[config.mk]
export PLATFORM = sky130hd
export DESIGN_NAME = stable_priority_queue_core
export DESIGN_NICKNAME = d
export VERILOG_FILES = /design/src/rtl/spq_pkg.sv /design/src/rtl/spq_cell.sv /design/src/rtl/stable_priority_queue_core.sv
export SDC_FILE = /design/constraint.sdc
export NUM_CORES = 1
export LEC_CHECK = 0
export BUFFER_PORTS_ARGS = -buffer_cell sky130_fd_sc_hd__clkbuf_2
export CAP_MARGIN = 5
export CORE_ASPECT_RATIO = 0.5
export CORE_UTILIZATION = 35
export CTS_CLUSTER_DIAMETER = 80
export DETAILED_ROUTE_END_ITERATION = 10
export PLACE_DENSITY = 0.52
export SLEW_MARGIN = 10
export SYNTH_ARGS = -nofsm -noshare
export SYNTH_HDL_FRONTEND = slang
export SYNTH_SLANG_ARGS = --single-unit
export TNS_END_PERCENT = 50
[constraint.sdc]
create_clock -name clk -period 5.3 [get_ports clk]
set_input_delay 0.265 -clock clk [delete_from_list [all_inputs] [get_ports clk]]
set_output_delay 0.265 -clock clk [all_outputs]
set_load 0.1 [all_outputs]
[src/rtl/spq_pkg.sv]
// ----------------------------------------------------------------------------
// spq_pkg: shared types and constants for the stable priority queue
// Item layouts, status codes and cell interface types.
// ----------------------------------------------------------------------------
package spq_pkg;

  localparam int unsigned CAPACITY_DEF = 16;
  localparam int unsigned LEVELS       = 3;
  localparam int unsigned LEVEL_W      = 2;
  localparam int unsigned VALUE_W      = 32;
  localparam int unsigned STATUS_W     = 3;

  typedef enum logic {
    OP_INSERT = 1'b0,
    OP_DELETE = 1'b1
  } op_t;

  typedef enum logic [STATUS_W-1:0] {
    ST_INSERTED  = 3'd0,
    ST_DELETED   = 3'd1,
    ST_BAD_LEVEL = 3'd2,
    ST_UNDERFLOW = 3'd3,
    ST_OVERFLOW  = 3'd4
  } status_t;

  typedef struct packed {
    op_t                       op;
    logic signed [VALUE_W-1:0] value;
    logic [LEVEL_W-1:0]        level;
  } in_item_t;

  typedef struct packed {
    status_t                   status;
    logic signed [VALUE_W-1:0] out_value;
    logic [LEVEL_W-1:0]        out_level;
  } out_item_t;

  typedef struct packed {
    logic                      vld;
    logic [LEVEL_W-1:0]        level;
    logic signed [VALUE_W-1:0] value;
  } entry_t;

  typedef struct packed {
    logic                      ins;
    logic                      del;
    logic [LEVEL_W-1:0]        level;
    logic signed [VALUE_W-1:0] value;
  } cell_ctrl_t;

  localparam entry_t EMPTY_ENTRY = '{vld: 1'b0, level: '0, value: '0};

endpackage

[src/rtl/spq_cell.sv]
// ----------------------------------------------------------------------------
// spq_cell: one storage cell of the priority queue chain
// Holds one entry; on insert keeps, loads the new entry or takes its
// predecessor; on delete takes its successor.
// ----------------------------------------------------------------------------
module spq_cell (
  input  logic               clk,
  input  logic               rst_n,
  input  spq_pkg::cell_ctrl_t ctrl,
  input  spq_pkg::entry_t    prev_entry,
  input  logic               prev_keep,
  input  spq_pkg::entry_t    next_entry,
  output spq_pkg::entry_t    entry,
  output logic               keep
);
  import spq_pkg::*;

  entry_t entry_r;
  entry_t entry_nxt;

  assign keep  = entry_r.vld && (entry_r.level <= ctrl.level);
  assign entry = entry_r;

  always_comb begin
    entry_nxt = entry_r;
    if (ctrl.ins) begin
      if (keep) begin
        entry_nxt = entry_r;
      end else if (prev_keep) begin
        entry_nxt = '{vld: 1'b1, level: ctrl.level, value: ctrl.value};
      end else begin
        entry_nxt = prev_entry;
      end
    end else if (ctrl.del) begin
      entry_nxt = next_entry;
    end
  end

  always_ff @(posedge clk) begin
    if (!rst_n) begin
      entry_r.vld <= 1'b0;
    end else begin
      entry_r.vld <= entry_nxt.vld;
    end
    entry_r.level <= entry_nxt.level;
    entry_r.value <= entry_nxt.value;
  end

endmodule

[src/rtl/stable_priority_queue_core.sv]
// ----------------------------------------------------------------------------
// stable_priority_queue_core: bounded stable priority queue
// A row of CAPACITY cells holds entries sorted by level, front at cell 0.
//
// Usage:
//   in_data carries op, value and level; an item is taken when in_valid and
//   in_ready are both high. Each item gives exactly one result on out_data.
//   Insert places the value behind all entries of equal or better level;
//   delete returns the front entry. Bad level, underflow and overflow are
//   reported in status with zero value and level.
//   out_valid rises in the cycle after acceptance; one item per cycle is
//   sustained while out_ready is high, as all cells compare and shift at once.
//   The result sits in an output register; in_ready stays high while that
//   register is empty or being drained, so a stalled receiver holds the
//   result and blocks only further input.
//   Reset clears every cell's valid bit, leaving the queue empty, and clears
//   out_valid. No clearing pass is needed.
// ----------------------------------------------------------------------------
module stable_priority_queue_core #(
  parameter int unsigned CAPACITY = spq_pkg::CAPACITY_DEF
) (
  input  logic               clk,
  input  logic               rst_n,
  input  logic               in_valid,
  output logic               in_ready,
  input  spq_pkg::in_item_t  in_data,
  output logic               out_valid,
  input  logic               out_ready,
  output spq_pkg::out_item_t out_data
);
  import spq_pkg::*;

  entry_t     ent  [CAPACITY];
  logic       keep [CAPACITY];
  cell_ctrl_t ctrl;
  logic       accept;
  logic       bad_level;
  logic       empty;
  logic       full;
  logic       out_valid_r;
  logic       out_valid_nxt;
  out_item_t  out_data_r;
  out_item_t  out_data_nxt;

  assign in_ready  = !out_valid_r || out_ready;
  assign accept    = in_valid && in_ready;
  assign bad_level = (in_data.level == '0) || (in_data.level > LEVEL_W'(LEVELS));
  assign empty     = !ent[0].vld;
  assign full      = ent[CAPACITY-1].vld;

  always_comb begin
    ctrl.ins   = accept && (in_data.op == OP_INSERT) && !bad_level && !full;
    ctrl.del   = accept && (in_data.op == OP_DELETE) && !empty;
    ctrl.level = in_data.level;
    ctrl.value = in_data.value;
  end

  for (genvar i = 0; i < CAPACITY; i++) begin : g_cell
    entry_t prev_e;
    entry_t next_e;
    logic   prev_k;
    if (i == 0) begin : g_head
      assign prev_e = EMPTY_ENTRY;
      assign prev_k = 1'b1;
    end else begin : g_body
      assign prev_e = ent[i-1];
      assign prev_k = keep[i-1];
    end
    if (i == CAPACITY - 1) begin : g_tail
      assign next_e = EMPTY_ENTRY;
    end else begin : g_mid
      assign next_e = ent[i+1];
    end
    spq_cell u_cell (
      .clk        (clk),
      .rst_n      (rst_n),
      .ctrl       (ctrl),
      .prev_entry (prev_e),
      .prev_keep  (prev_k),
      .next_entry (next_e),
      .entry      (ent[i]),
      .keep       (keep[i])
    );
  end

  always_comb begin
    out_data_nxt = '{status: ST_INSERTED, out_value: '0, out_level: '0};
    priority if (in_data.op == OP_DELETE) begin
      if (empty) begin
        out_data_nxt.status = ST_UNDERFLOW;
      end else begin
        out_data_nxt.status    = ST_DELETED;
        out_data_nxt.out_value = ent[0].value;
        out_data_nxt.out_level = ent[0].level;
      end
    end else if (bad_level) begin
      out_data_nxt.status = ST_BAD_LEVEL;
    end else if (full) begin
      out_data_nxt.status = ST_OVERFLOW;
    end else begin
      out_data_nxt.status = ST_INSERTED;
    end
  end

  assign out_valid_nxt = accept || (out_valid_r && !out_ready);

  always_ff @(posedge clk) begin
    if (!rst_n) begin
      out_valid_r <= 1'b0;
    end else begin
      out_valid_r <= out_valid_nxt;
    end
  end

  always_ff @(posedge clk) begin
    if (accept) begin
      out_data_r <= out_data_nxt;
    end
  end

  assign out_valid = out_valid_r;
  assign out_data  = out_data_r;

endmodule

* After elaboration in Yosys (flattened, before gate mapping)
Index checks and enable logic that the tools add are counted.
** Operators by class
- $lt $le $gt $ge :: 17
- Bitwise gates (word level) :: 1
- Equality and inequality tests :: 16
- Mux-type cells :: 67
- Reductions and logical operators :: 49
** Operators by type and width (number)
- $mux 35 :: 63
- $reduce_and 2->1 :: 17
- $le 2x2->1 :: 16
- $ne 2x2->1 const B :: 16
- $logic_and 1x1->1 :: 23
- $mux 3 :: 3
- $logic_not 1->1 :: 4
- $logic_or 1x1->1 :: 3
- $gt 2x2->1 const B :: 1
- $logic_not 2->1 :: 1
- $mux 2 :: 1
- $reduce_bool 2->1 :: 1
- $not 1->1 :: 1
** Storage, ports and cells
- Register bits after elaboration :: 598
- Bits of input ports :: 39
- Word-level logic and storage cells :: 202

* Longest topological paths before layout
- Depth after elaboration :: 8
- Depth in mapped cells :: 10
- Gate-level depth less buffers :: 6

* By module
A second synthesis with hierarchy kept.
** Second synthesis, totals
- Cell total of the unflattened synthesis :: 2700
- Area, all modules :: 31704.2 µm²
** By module, submodules not included
- spq_cell :: sequential area each 1041.0 µm², times used 16, area an instance 1889.3 µm², cells each 163
- stable_priority_queue_core :: sequential area each 1131.1 µm², times used 1, area an instance 1475.2 µm², cells each 92

* Least setup slack after synthesis
OpenSTA, ideal clock, no wires.
- Path type :: register to register
- From :: reg out_valid_r, in the netlist out_valid
- To :: reg g_cell[12].u_cell.entry_r, in the netlist g_cell[12].u_cell.entry[0] (enable)
- Stages on the path, launching flop included :: 9
- Arrival :: 4851 ps
- Library setup time :: 472 ps
- Period minus slack after synthesis :: 5323 ps
- Data required time :: 4828 ps
- Slack :: -23 ps
- Cells stage by stage :: dfxtp_1 -> nor2b_1 -> inv_1 -> nand4_2 -> buf_6 -> buf_6 -> buf_4 -> buf_2 -> o21ai_0
** On the way
- Longest elaborated chain between the ends :: 8
- Elaborated cells on any way between the ends :: 11
- Classes of those cells :: eq/ne: 1; reduce/logical: 10
** Ends and longest elaborated chain
- start, declared :: RTL line stable_priority_queue_core.sv:40 : logic out_valid_r;
- start signal, assigned :: RTL line stable_priority_queue_core.sv:111 : out_valid_r <= out_valid_nxt;
- $logic_not 1->1 * :: RTL line stable_priority_queue_core.sv:45 : assign in_ready = !out_valid_r || out_ready;
- $logic_or 1x1->1 * :: RTL line stable_priority_queue_core.sv:45
- via in_ready :: RTL line stable_priority_queue_core.sv:25 : output logic in_ready,
- $logic_and 1x1->1 * :: RTL line stable_priority_queue_core.sv:46 : assign accept = in_valid && in_ready;
- $logic_and 1x1->1 (3 in series) :: RTL line stable_priority_queue_core.sv:52 : ctrl.ins = accept && (in_data.op == OP_INSERT) && !bad_level && !full;
- $ne 2x2->1 (no source line) or $reduce_bool 2->1 (tied branches)
- $reduce_and 2->1 (no source line) *
- end, declared :: RTL line spq_cell.sv:18 : entry_t entry_r;
The timed path passes the listed nets; every way through them passes the cells marked *.
A chain may end at the register's enable or synchronous reset.

* Worst setup path in the final report
- From :: reg out_valid_r, in the netlist out_valid
- To :: reg g_cell[15].u_cell.entry_r, in the netlist g_cell[15].u_cell.entry[16] (enable)
** On the way
- Longest elaborated chain between the ends :: 8
- Elaborated cells on any way between the ends :: 11
- Classes of those cells :: eq/ne: 1; reduce/logical: 10
** Ends and longest elaborated chain (RTL line)
- $logic_not 1->1 * :: stable_priority_queue_core.sv:45
- $logic_or 1x1->1 * :: stable_priority_queue_core.sv:45
- $logic_and 1x1->1 * :: stable_priority_queue_core.sv:46
- $logic_and 1x1->1 (3 in series) :: stable_priority_queue_core.sv:52
- $ne 2x2->1 (no source line) or $reduce_bool 2->1 (tied branches)
- $reduce_and 2->1 (no source line) *
- end, declared :: spq_cell.sv:18
Mark *: on every way between the ends. The rest lies on a longest branch, timed or not.

==> out/qor.csv <==
metric;value;unit
Max Fanout on Critical Path;42;
Syn. warnings;0;
clock buffer depth;3;
measured slew at the worst slew-check pin;1.17;ns
final setup vio count;0;
Internal Power;0.00821;W
Synth area leader;edfxtp_1;
Inserted Clock Buffers;59;
via count of the routed design;19400;
synthesized flop and latch total;598;
period utilization;55.2;%
initial antenna violation count;3;
CP required;5.61;ns
post_cts resized;0;
Sw Share;27.0;%
fmax;342;MHz
CTS Sinks;598;
outcome;finished, final reports clean;
sequential group share of total power;51.3;%
detailed placement HPWL;52.6;mm
root buffer cell;clkbuf_16;
RR Endpoint;g_cell[15].u_cell.entry[16];
Most used DFF post-synth;edfxtp_1;
leak pwr;11.8;nW
Filler cells;8201;
Min Clock Period, post-route;2.92;ns
Top Ports;78;
vias in the first global route;18400;
worst setup path endpoint;g_cell[15].u_cell.entry[16];
starting density of the core;35.8;%
placed insts;3745;
max cap viols;0;
PD cells;335;mW/mm^2
H-tree Lvls;2;
Pre-antenna DRT Iters;6;
Crit. End Element;flop;
vias per cell;5.03;
Layout Cells excl Fill;3858;
RD Place Congestion;0.757;
Placement Rows;75;
sequential area share after synthesis;58.7;%
remaining antenna violation count;0;
Avg Inst Size Synth;11.2;um^2
number of synthesized flops with an enable pin;581;
core area;0.0847;mm^2
nets;2722;
sw power;0.00304;W
top post-synthesis cells by area;edfxtp_1, mux2i_1, nand2_1;
CP startpoint;out_valid;
Slew HR;21.9;%
Final Instance Area;0.0335;mm^2
Netlist cell types;37;
Final Slew Violations;0;
combinational share of power;13.4;%
RR Startpoint;out_valid;
GRT Total Usage;17.0;%
count leader, synth;nand2_1;
TritonCTS clock tree;built;
clock power share;35.3;%
synthesized area;0.0303;mm^2
worst vdd ir;269;uV
Hold Crit Class;in -> reg;
IO buf count;77;
layout cells sized above 1;8.63;%
r2r worst-path depth;6;
clk_lat worst skew;0.64;ns
initial detailed-routing violation count;1816;
CP Launch Type;flop;
RSZ-0062 raised after global routing;false;
die span in y;210;um
flop-to-flop setup slack;2.38;ns
clock slew at reported path FFs;0.06;ns
Hold Vio Cnt, Final;0;
async set or reset register ratio after synthesis;0;%
TNS Setup;0;ns
Setup Skew;0.0253;ns
Die W;418;um
Area after DPL;0.0317;mm^2
CP arrival;3.24;ns
Crit Path Category;reg -> reg;
Die Area;0.0878;mm^2
DRT Wirelength;76.0;mm
Overflow after GRT;0;
Synth top area share;57.6;%
WL/cell;19.7;um
residual DRC count;0;
Synth-to-Final Area Change;10.6;%
synth cell count leaders;nand2_1, edfxtp_1, mux2i_1;
Synth Net Count;2769;
Syn Inst Count;2700;
largest net degree at the start of global routing;150;
first-pass GRT wire length;118;mm
## worst min-delay path by stage
stage                                           start                          end  slack [ns]  cells after the start
final                                           rst_n   g_cell[0].u_cell.entry[34]        0.16                      2
after global routing                            rst_n   g_cell[0].u_cell.entry[34]        0.14                      2
after CTS                                       rst_n   g_cell[0].u_cell.entry[34]         0.1                      2
after detailed placement  g_cell[15].u_cell.entry[26]  g_cell[14].u_cell.entry[26]        0.53                      2
after global placement    g_cell[15].u_cell.entry[17]  g_cell[14].u_cell.entry[17]        0.51                      2
after floorplan                           in_data[34]                 out_data[34]        0.36                      0
## cells in the final DEF (no fill, tap or decap), types with 17 or more instances in the layout
| cell type | instances |
|---|---|
| o21ai_0 | 360 |
| mux2i_1 | 477 |
| a21oi_1 | 35 |
| dfxtp_1 | 17 |
| clkinv_1 | 22 |
| nand2_1 | 644 |
| inv_1 | 33 |
| edfxtp_1 | 581 |
| buf_4 | 45 |
| ha_1 | 30 |
| clkbuf_2 | 77 |
| and3_1 | 35 |
| clkbuf_16 | 61 |
| o21ai_1 | 132 |
## per-stage QoR
step | setup WS [ns] | power (W) | hold WS (ns) | utilization (%)
CTS | 2.33 | 0.0113 | 0.0988 | 39.5
detailed placement | 1.73 | 0.00738 | 0.525 | 37.5
floorplan | 0.00102 | 0.00693 | 0.364 | -
global route | 2.22 | 0.0117 | 0.145 | 39.5
global placement | 1.76 | 0.00734 | 0.507 | 37.4
finish | 2.38 | 0.0112 | 0.162 | 39.6
## worst max-delay path, cell delays in order (launching register included)
cell     delay, ns
dfxtp_1       0.32
nor2b_1       0.15
inv_1         0.15
nand4_4       0.44
buf_12        0.38
nand2_1       0.72
buf_4         0.42
## sequential cells by signal (all words and copies together), names as in the netlist
register             count
g_cell.u_cell.entry    560
out_data                37
out_valid                1
## layout make-up
cell class,instances,area [um^2],share of cell area [%]
flip-flops and latches,598,17800,53.1
multi-input cells,1833,11600,34.6
clock buffers,74,1580,4.70
well taps,1155,1450,4.31
repair buffers,128,823,2.46
clock inverters,33,163,0.485
inverters,33,124,0.370
diodes,4,10.0,0.0299
## logic make-up after synthesis
group	share of synthesized area [%]
DFF	58.7
muxes	15.8
AOI/OAI and AO/OA	10.1
buffers and inverters	4.29
and+or+nand+nor	9.89
adders and majority gates	1.24
## per-layer routing
| metal | vias up | routed length, um | global-route usage, % |
|---|---|---|---|
| met4 | 0 | 1130 | 3.63 |
| li1 | 9635 | - | - |
| met2 | 410 | 26500 | 19.9 |
| met3 | 72 | 3420 | 2.13 |
| met5 | - | 0 | 0 |
| met1 | 9294 | 44900 | 30.8 |
## repair_timing
action	4_1_cts	5_1_grt
hold buffers	2	0
endpoints found under the hold margin	1	0
buffers inserted	0	0
## power by group through the flow
stage / clock [W] / combinational, W / sequential [W]
floorplan: 0 / 0.00101 / 0.00592
global placement: 0 / 0.00148 / 0.00586
detailed placement: 0 / 0.00151 / 0.00587
CTS: 0.00406 / 0.00151 / 0.00577
global route: 0.00422 / 0.00166 / 0.00580
finish: 0.00396 / 0.00151 / 0.00577
(Power assumes the default switching activity.)
